`config.mk`:
```
export PLATFORM = sky130hd
export DESIGN_NAME = fl_ptm_ctrl
export DESIGN_NICKNAME = d
export VERILOG_FILES = /design/src/rtl/core/fl_ptm_pkg.sv /design/src/rtl/core/fl_ptm_ctrl.sv
export SDC_FILE = /design/constraint.sdc
export NUM_CORES = 1
export LEC_CHECK = 0
export ABC_AREA = 1
export BUFFER_PORTS_ARGS = -buffer_cell sky130_fd_sc_hd__buf_2
export CAP_MARGIN = 15
export CORE_MARGIN = 2
export CORE_UTILIZATION = 44
export DETAILED_ROUTE_END_ITERATION = 16
export PLACE_DENSITY = 0.76
export SETUP_SLACK_MARGIN = 0.05
export SLEW_MARGIN = 20
export SYNTH_ARGS = -nofsm -noshare
export SYNTH_HDL_FRONTEND = slang
export SYNTH_SLANG_ARGS = --single-unit
```
`constraint.sdc`:
```
create_clock -name i_clk -period 1.2 [get_ports i_clk]
set_clock_uncertainty 0.05 [all_clocks]
set_input_delay 0.06 -clock i_clk [delete_from_list [all_inputs] [get_ports i_clk]]
set_output_delay 0.06 -clock i_clk [all_outputs]
set_load 0.005 [all_outputs]
```
`src/rtl/core/fl_ptm_pkg.sv`:
```
// Shared types and constants of the four-level page table manager.
package fl_ptm_pkg;

    localparam logic [1:0] CMD_MAP       = 2'd0;
    localparam logic [1:0] CMD_UNMAP     = 2'd1;
    localparam logic [1:0] CMD_TRANSLATE = 2'd2;
    localparam logic [1:0] CMD_CREATE    = 2'd3;

    localparam logic [1:0] ST_OK        = 2'd0;
    localparam logic [1:0] ST_NOT_PRES  = 2'd1;
    localparam logic [1:0] ST_EXHAUSTED = 2'd2;
    localparam logic [1:0] ST_OUTSIDE   = 2'd3;

    localparam logic CFG_KERNEL_ROOT = 1'b0;
    localparam logic CFG_POOL_BASE   = 1'b1;

    localparam int IDX_W = 9;
    localparam int ENTRY_W = 64;
    localparam logic [ENTRY_W-1:0] LINK_FLAGS = 64'h7;

    // Datapath operations issued by the controller.
    localparam logic [3:0] OP_NONE      = 4'd0;
    localparam logic [3:0] OP_LOAD      = 4'd1;  // latch request fields
    localparam logic [3:0] OP_READ      = 4'd2;  // read entry at (cur, level index)
    localparam logic [3:0] OP_CHECK     = 4'd3;  // descend through the read link
    localparam logic [3:0] OP_ALLOC     = 4'd4;  // take next free table
    localparam logic [3:0] OP_ZERO      = 4'd5;  // zero one entry of new table
    localparam logic [3:0] OP_LINK      = 4'd6;  // write link into parent slot
    localparam logic [3:0] OP_LEAF      = 4'd7;  // write map leaf
    localparam logic [3:0] OP_CLEAR     = 4'd8;  // clear leaf
    localparam logic [3:0] OP_CREAD     = 4'd9;  // read kernel entry
    localparam logic [3:0] OP_CWRITE    = 4'd10; // write copied entry
    localparam logic [3:0] OP_RESULT    = 4'd11; // load result
    localparam logic [3:0] OP_WIPE      = 4'd12; // clearing pass after reset

    typedef struct packed {
        logic [3:0] op;
        logic [1:0] status;
    } t_cmd;

    typedef struct packed {
        logic       present;
        logic       outside;
        logic       exhausted;
        logic       last;      // counter at its final value
        logic       root_bad;
        logic       kroot_bad;
        logic [1:0] command;
        logic [1:0] level;
    } t_stat;

endpackage

```
`src/rtl/core/fl_ptm_ctrl.sv`:
```
// Controller state machine of the page table manager.
module fl_ptm_ctrl import fl_ptm_pkg::*; (
    input  logic  i_clk,
    input  logic  i_rst_n,
    input  logic  i_valid,
    output logic  o_stall,
    output logic  o_valid,
    input  logic  i_stall,
    input  t_stat i_st,
    output t_cmd  o_cmd
);

    localparam logic [3:0] S_WIPE  = 4'd0;
    localparam logic [3:0] S_IDLE  = 4'd1;
    localparam logic [3:0] S_READ  = 4'd2;
    localparam logic [3:0] S_WAIT  = 4'd3;
    localparam logic [3:0] S_CHECK = 4'd4;
    localparam logic [3:0] S_ALLOC = 4'd5;
    localparam logic [3:0] S_ZERO  = 4'd6;
    localparam logic [3:0] S_LINK  = 4'd7;
    localparam logic [3:0] S_CREAD = 4'd8;
    localparam logic [3:0] S_CWAIT = 4'd9;
    localparam logic [3:0] S_CWR   = 4'd10;
    localparam logic [3:0] S_DONE  = 4'd11;
    localparam logic [3:0] S_OUT   = 4'd12;

    logic [3:0] r_state, n_state;
    logic [1:0] r_status, n_status;

    assign o_stall = (r_state != S_IDLE);
    assign o_valid = (r_state == S_OUT);

    always_ff @(posedge i_clk) begin
        if (!i_rst_n) begin
            r_state  <= S_WIPE;
            r_status <= ST_OK;
        end else begin
            r_state  <= n_state;
            r_status <= n_status;
        end
    end

    always_comb begin
        n_state    = r_state;
        n_status   = r_status;
        o_cmd.op   = OP_NONE;
        o_cmd.status = r_status;
        unique case (r_state)
            S_WIPE: begin
                o_cmd.op = OP_WIPE;
                if (i_st.last) n_state = S_IDLE;
            end
            S_IDLE: begin
                if (i_valid) begin
                    o_cmd.op = OP_LOAD;
                    n_status = ST_OK;
                    n_state  = S_READ;
                end
            end
            S_READ: begin
                if (i_st.command == CMD_CREATE) begin
                    if (i_st.kroot_bad) begin
                        n_status = ST_OUTSIDE;
                        n_state  = S_DONE;
                    end else if (i_st.exhausted) begin
                        n_status = ST_EXHAUSTED;
                        n_state  = S_DONE;
                    end else begin
                        o_cmd.op = OP_ALLOC;
                        n_state  = S_ZERO;
                    end
                end else if (i_st.root_bad) begin
                    n_status = ST_OUTSIDE;
                    n_state  = S_DONE;
                end else begin
                    o_cmd.op = OP_READ;
                    n_state  = S_WAIT;
                end
            end
            S_WAIT: n_state = S_CHECK;
            S_CHECK: begin
                if (i_st.level == 2'd3) begin
                    unique case (i_st.command)
                        CMD_MAP: o_cmd.op = OP_LEAF;
                        CMD_UNMAP: o_cmd.op = OP_CLEAR;
                        CMD_TRANSLATE: if (!i_st.present) n_status = ST_NOT_PRES;
                        default: ;
                    endcase
                    n_state = S_DONE;
                end else if (i_st.present) begin
                    if (i_st.outside) begin
                        n_status = ST_OUTSIDE;
                        n_state  = S_DONE;
                    end else begin
                        o_cmd.op = OP_CHECK;
                        n_state  = S_READ;
                    end
                end else if (i_st.command != CMD_MAP) begin
                    n_status = ST_NOT_PRES;
                    n_state  = S_DONE;
                end else if (i_st.exhausted) begin
                    n_status = ST_EXHAUSTED;
                    n_state  = S_DONE;
                end else begin
                    o_cmd.op = OP_ALLOC;
                    n_state  = S_ZERO;
                end
            end
            S_ZERO: begin
                o_cmd.op = OP_ZERO;
                if (i_st.last) begin
                    n_state = (i_st.command == CMD_CREATE) ? S_CREAD : S_LINK;
                end
            end
            S_LINK: begin
                o_cmd.op = OP_LINK;
                n_state  = S_READ;
            end
            S_CREAD: begin
                o_cmd.op = OP_CREAD;
                n_state  = S_CWAIT;
            end
            // The read data register reloads every cycle, so the kernel address is held.
            S_CWAIT: begin
                o_cmd.op = OP_CREAD;
                n_state  = S_CWR;
            end
            S_CWR: begin
                o_cmd.op = OP_CWRITE;
                n_state  = i_st.last ? S_DONE : S_CREAD;
            end
            S_DONE: begin
                o_cmd.op = OP_RESULT;
                n_state  = S_OUT;
            end
            S_OUT: if (!i_stall) n_state = S_IDLE;
            default: n_state = S_IDLE;
        endcase
    end

endmodule

```
# Word-level counts from Yosys, hierarchy flattened
# Cells that the tools add are included.
[classes]
n_eq_ne = 24
mux = 38
reduce_logical = 7
[ops]
columns = ["op", "n"]
rows = [
  ["4-bit 2-to-1 mux", 16],
  ["4-bit case mux with 12 select lines", 1],
  ["4-bit case mux with 9 select lines", 1],
  ["2-bit 2-to-1 mux", 14],
  ["4-bit == test (second input constant)", 5],
  ["4-bit by 3-bit == test with 1-bit output (second input constant)", 3],
  ["3-bit 2-to-1 mux", 3],
  ["3-bit inequality test (second input constant)", 3],
  ["4-bit by 2-bit == test with 1-bit output (second input constant)", 2],
  ["2-bit inequality test (second input constant)", 4],
  ["4-bit case mux with 2 select lines", 1],
  ["2-bit == test (second input constant)", 3],
  ["2-bit case mux with 3 select lines", 1],
  ["6-bit AND reduction", 1],
  ["4-bit by 1-bit == test with 1-bit output (second input constant)", 1],
  ["4-bit logical NOT", 1],
  ["4-bit by 1-bit inequality test with 1-bit output (second input constant)", 1],
  ["4-bit AND reduction", 1],
  ["3-bit by 2-bit inequality test with 1-bit output (second input constant)", 1],
  ["3-bit nonzero test", 1],
  ["2-bit by 1-bit == test with 1-bit output (second input constant)", 1],
  ["2-bit logical NOT", 1],
  ["2-bit nonzero test", 1],
  ["2-bit OR reduction", 1],
  ["1-bit 2-to-1 mux", 1],
]
[totals]
regBits = 6
input_bits = 14
out_inout_bits = 8

# Depth between registers and ports, before layout
# Gate-level depths: netlist of the first run.
[logic_depth]
word_depth = 5
mapped_depth = 10
depth_no_buf = 9

# Worst setup path before layout of the first run
# Ideal clock, no wire load.
[synth_timing]
kind = "register to register"
startpoint = "register r_state[1]"
endpoint = "register r_state[0]"
arrival_ns = 1.176
path_slack_ns = -0.143
stages_incl_launch_ff = 8
n_path_buf = 1
synth_period_minus_slack_ns = 1.343
path_cell_list = "dfxtp_1 -> buf_6 -> nor2_1 -> nand2_1 -> a21oi_1 -> nor2_1 -> o21ai_0 -> nor2_1"
[synth_via]
elab_chain_cells = 3
[synth_lines]
columns = ["element", "line", "rtl"]
rows = [
  ["from (decl)", "fl_ptm_ctrl.sv:27", "logic [3:0] r_state, n_state;"],
  ["from (signal assigned)", "fl_ptm_ctrl.sv:38", "r_state <= n_state;"],
  ["4-bit by 3-bit == test with 1-bit output (tied with other cells)", "fl_ptm_ctrl.sv:48", "unique case (r_state)"],
  ["2-bit inequality test (no line)", "--", ""],
  ["4-bit AND reduction (no line)", "--", ""],
]
# Parallel ways exist; a longest one is shown, timed or not.
# A chain may end at the register's enable or synchronous reset.

==> results of run 1 <==
==> power by group <==
part / internal, W / switching (W) / leakage, nW
sequential: 0.000273 / 0.000132 / 0.0518
clock: 0.000127 / 0.0000847 / 0.0150
combinational: 0.000758 / 0.000938 / 0.597
total: 0.00116 / 0.00115 / 0.664
==> stage by stage <==
stage,hold WS (ps),total power [W],std cells
floorplan,142,0.00105,134
global placement,280,0.00150,189
detailed placement,286,0.00151,189
CTS,14.9,0.00195,201
global route,21.9,0.00242,201
finish,16.4,0.00231,201
==> cell type report <==
type | instances | area [um^2]
well taps | 16 | 20.0
flip-flops and latches | 6 | 135
fillers | 75 | 165
repair buffers | 48 | 342
inverters | 20 | 92.6
multi-input cells | 107 | 708
clock buffers | 4 | 26.3
==> critical path, delay by kind of cell (launching register included) <==
| kind | cells | cell delay (ps) |
|---|---|---|
| and+or+nand+nor | 3 | 430 |
| DFF | 1 | 380 |
| buffers and inverters | 2 | 230 |
| AOI/OAI and AO/OA | 1 | 160 |
==> timing repair <==
| item | CTS | global route |
|---|---|---|
| resized for setup | 37 | 19 |
| setup endpoints to repair | 12 | 12 |
| pin swaps | 16 | 11 |
| hold buffers | 0 | 0 |
| buffers inserted | 9 | 1 |
==> layout by cell type, fill, tap and decap left out, types with 4 or more instances in the layout <==
cell      n
nand2_2   9
nor2_1   10
nand2_1  26
nand2_4   5
buf_4    18
a21oi_1   6
buf_2    21
buf_6     9
inv_1    16
nor2_4    9
nand3_1  10
nand3_2   6
nor2_2    4
dfxtp_4   4
==> sequential cells by signal, indices dropped and copies added (netlist names) <==
name,flops
r_state,4
r_status,2
==> path summary, 6_finish.rpt <==
path | endpoint | depth (start not counted) | from
setup / recovery | o_cmd[4] | 6 | r_state[2]
hold / removal | r_state[0] | 3 | i_rst_n
setup reg to reg | r_state[0] | 10 | r_state[2]
hold reg to reg | r_status[0] | 2 | r_status[0]
==> kinds of logic after synthesis <==
| group | Yosys count |
|---|---|
| simple gates | 87 |
| buf+inv | 21 |
| compound gates | 20 |
| flops | 6 |
==> routing by layer <==
metal | up-vias | global-route usage, % | part of all wire, %
li1 | 541 | - | -
met1 | 547 | 47.2 | 37
met2 | 121 | 56.8 | 45
met3 | 37 | 4.58 | 12
met4 | 0 | 20.0 | 6.5
met5 | - | 0 | 0
==> results_dict.tcl, run 1 <==
set metrics [dict create \
    cts.sink_count 6 \
    min_period_ps 1590 \
    synth_edf_count 0 \
    cp.arrival_ps 1480 \
    endpoint_kind "output pin" \
    clk_latency_ps 260 \
    slew-limit-headroom_pct 78.4 \
    pin_count 22 \
    synthAdderAreaFrac_pct 0 \
    synth_cell_types 17 \
    syn-num-nets 148 \
    synth-async-reset-ratio_pct 0 \
    clock_tree.buffer_depth 2 \
    numCtsBuffers 3 \
    antenna_found_initial 0 \
    antenna_cells 0 \
    path_cells "inv_4 -> nand2_2 -> nor2_4 -> nand4_1 -> o2111ai_1 -> buf_2" \
    synthCells 134 \
    crit_type "register to output pin" \
    crit_path_max_incr_delay_ps 380 \
    fmax_mhz 629 \
    first_global_vias 1115 \
    final_antenna_net_count 0 \
    ys_seq_area_share_pct 17.4 \
    pre_cts_ws_ps -202 \
    route.detailed.drc 0 \
    wl_per_cell_um 18.3 \
    path_clk_slew_ps 60 \
    ys_warn_count 0 \
    final.period_utilization_pct 133 \
    timing.setup.tns_ps -3130 \
    track_usage_pct 36.0 \
    synth_area_um2 691 \
    synth_seq_cells 6 \
    yosys.area.top_type "nand2_1" \
    synth_compound_area_share_pct 16.7 \
    rsz0062_at_grt "yes" \
    h-tree-depth 1 \
    core_area_um2 1490 \
    initial_core_util_pct 46.4 \
    fin_area_um2 1320 \
    synth_top_family_by_area "simple AND/OR/NAND/NOR gates" \
    synth-simple-area-share_pct 53.4 \
    die-area_um2 1900 \
    ys.flop_type "dfxtp_1" \
    viasPerCell 6.20 \
    power.leakage_nw 0.664 \
    wl_um 3670 \
    syn_avg_cell_area_um2 5.15 \
    fp.dieW_um 43.6 \
    syn_to_final_growth_pct 91.7 \
    first_pass_iters 5 \
    cpMaxStageDelayCell "dfxtp_4" \
    tritoncts "built" \
    synth_xor_area_share_pct 0 \
    drt_iter0_drc 93 \
    dpl_cell_area_um2 1030 \
    port_buffers 21 \
    finalWorstSetupSlack_ps -391 \
    die_h_um 43.6 \
    grt_max_degree 7 \
    r2r_slack_ps -230 \
    power_density_nw_per_um2 1750 \
    gr-total-overflow 0 \
    dr_total_vias 1246 \
    finalSetupViolations 12 \
    nNetsFinal 200 \
    place_congestion 0.978 \
    synth_mux_area_share_pct 0 \
    synth_top_area_share_pct 21.7 \
    maxCapViolations 0 \
    cts-root-buf "clkbuf_4" \
    layout-drive-gt1-share_pct 54.1 \
    failed_checks "setup timing" \
    synth_most_common_cell "nand2_1" \
    yosys-top-cells-area "nand2_1, dfxtp_1, nand3_1" \
    status "complete, but fails checks" \
    final_util_pct 88.9 \
    worstPathRequired_ps 1090 \
    crit_fanout 6 \
    grt_pass1_wl_um 5100 \
    ir_drop_mv 1.46 \
    startpoint_type "register" \
    rows 14 \
    hold_viol 0 \
    min_path_type "primary input to register" \
    hpwlAfterDp_um 1950 \
    tightestPinTransition_ps 323 \
    synthTopCellsByCount "nand2_1, nor2_1, inv_1" \
    final_max_slew_viol_count 0 \
]
Note: power is estimated with default switching activity, not from simulation.
==> inputs of run 2 (changes only) <==
Settings changed: RECOVER_POWER set to 25.
==> run 2 against run 1 <==
The flow still finishes with violations (setup timing). Design area about the same. Critical endpoint unchanged. Worst hold slack worse by 0.50 ps. Highest routed layer unchanged. Cell count unchanged. Utilization down 0.084 points. Die area unchanged. Global-route usage unchanged. First-iteration DRC count unchanged.
==> results_dict.tcl, run 2 (same netlist as run 1, synthesis figures left out) <==
set metrics [dict create \
    status "complete, but fails checks" \
    failed_checks "setup timing" \
    antenna_cells 0 \
    reg_top3 "r_state x4, r_status x2" \
    ir_drop_mv 1.44 \
    power_density_nw_per_um2 1750 \
    hpwlAfterDp_um 1950 \
    final.period_utilization_pct 133 \
    maxCapViolations 0 \
    timing.setup.tns_ps -3110 \
    worstReg2RegEnd "r_state[0]" \
    rows 14 \
    first_global_vias 1115 \
    cpMaxStageDelayCell "dfxtp_4" \
    slew-limit-headroom_pct 78.2 \
    placed_cells 189 \
    h-tree-depth 1 \
    core_area_um2 1490 \
    path_cells "inv_4 -> nand2_2 -> nor2_4 -> nand4_1 -> o2111ai_1 -> buf_2" \
    min_path_type "primary input to register" \
    finalWorstSetupSlack_ps -390 \
    power.leakage_nw 0.660 \
    final_common_cell "nand2_1" \
    path_clk_slew_ps 60 \
    worstPathRequired_ps 1090 \
    dr_total_vias 1242 \
    clock_tree.buffer_depth 2 \
    first_pass_iters 5 \
    min_period_ps 1590 \
    finalNonFillerCells 201 \
    gr-total-overflow 0 \
    endpoint_kind "output pin" \
    cts.sink_count 6 \
    wl_um 3650 \
    holdPathEnd "r_state[0]" \
    rsz0062_at_grt "yes" \
    startpoint_type "register" \
    route.detailed.drc 0 \
    tightestPinTransition_ps 326 \
    wl_per_cell_um 18.1 \
    grt_max_degree 7 \
    final_cell_mix "nand2_1, buf_2, buf_4" \
    final_antenna_net_count 0 \
    cts-root-buf "clkbuf_4" \
    grt_pass1_wl_um 5100 \
    nNetsFinal 200 \
    hold_viol 0 \
    place_congestion 0.978 \
    die-area_um2 1900 \
    crit_path_max_incr_delay_ps 380 \
    finalSetupViolations 12 \
    cp.arrival_ps 1480 \
    pre_cts_ws_ps -202 \
    numCtsBuffers 3 \
    port_buffers 21 \
    regMostFlops "r_state" \
    final_util_pct 88.8 \
    clk_latency_ps 260 \
    final_max_slew_viol_count 0 \
    track_usage_pct 36.0 \
    initial_core_util_pct 46.4 \
    crit_type "register to output pin" \
    largest_reg_flops 4 \
    layout-drive-gt1-share_pct 53.5 \
    r2r-start "r_state[2]" \
    fmax_mhz 629 \
    fp.dieW_um 43.6 \
    whs_path_depth 3 \
    cts_hold_repair.buffers 0 \
    r2r_slack_ps -240 \
    syn_to_final_growth_pct 91.5 \
    rr_worst_depth 10 \
    viasPerCell 6.18 \
    crit_fanout 6 \
    drt_iter0_drc 93 \
    hp-start "i_rst_n" \
    antenna_found_initial 0 \
    die_h_um 43.6 \
    tritoncts "built" \
    pin_count 22 \
]
-- run 2: cell count changes in the layout (fill, tap and decap cells not counted) --
cell	delta
buf_2	-1
clkbuf_1	+1
-- run 2: repair_timing --
action	in CTS	in global routing
gates resized for setup	37	19
endpoints found under the hold margin	0	0
pin swaps	16	11
endpoints found under the setup margin	12	12
setup buffers	9	1
-- run 2: worst max path at each step --
| stage | cells past startpoint | endpoint | startpoint | slack, ps |
|---|---|---|---|---|
| floorplan | 9 | r_status[0] | r_state[1] | -20 |
| global placement | 8 | r_status[0] | r_state[1] | -150 |
| detailed placement | 8 | r_status[0] | r_state[1] | -200 |
| CTS | 7 | o_cmd[4] | r_state[3] | -260 |
| global route | 6 | o_cmd[4] | r_state[2] | -440 |
| finish | 6 | o_cmd[4] | r_state[2] | -390 |
-- run 2: through the flow --
step	hold WS [ps]	area, um^2	power [W]
2_1_floorplan	142	772	0.00105
3_3_place_gp	280	1030	0.00150
3_5_place_dp	286	1030	0.00151
4_1_cts	14.9	1240	0.00195
5_1_grt	21.9	1320	0.00242
6_report	15.9	1320	0.00231
-- run 2: metal layers --
metal | part of all wire (%) | track usage [%] | up-vias
li1 | - | - | 543
met1 | 38 | 47.2 | 550
met2 | 45 | 56.8 | 117
met3 | 11 | 4.58 | 32
met4 | 6.2 | 20.0 | 0
met5 | 0 | 0 | -
-- run 2: layout make-up --
type | instances | area (um^2)
clock buffers | 4 | 26.3
inverters | 20 | 92.6
well taps | 16 | 20.0
flip-flops and latches | 6 | 135
multi-input cells | 107 | 708
fillers | 76 | 166
repair buffers | 48 | 340
-- run 2: critical path: cells and delay by family (launching register included) --
kind / cells / cell delay (ps)
simple gates: 3 / 440
compound gates: 1 / 160
buf+inv: 2 / 230
flops: 1 / 380
-- run 2: report_power, final --
part	leakage [nW]	switching [W]	total (W)	internal [W]
Clock	0.0150	0.0000838	0.000210	0.000127
Sequential	0.0518	0.000132	0.000405	0.000273
Combinational	0.593	0.000938	0.00169	0.000757
Total	0.660	0.00115	0.00231	0.00116
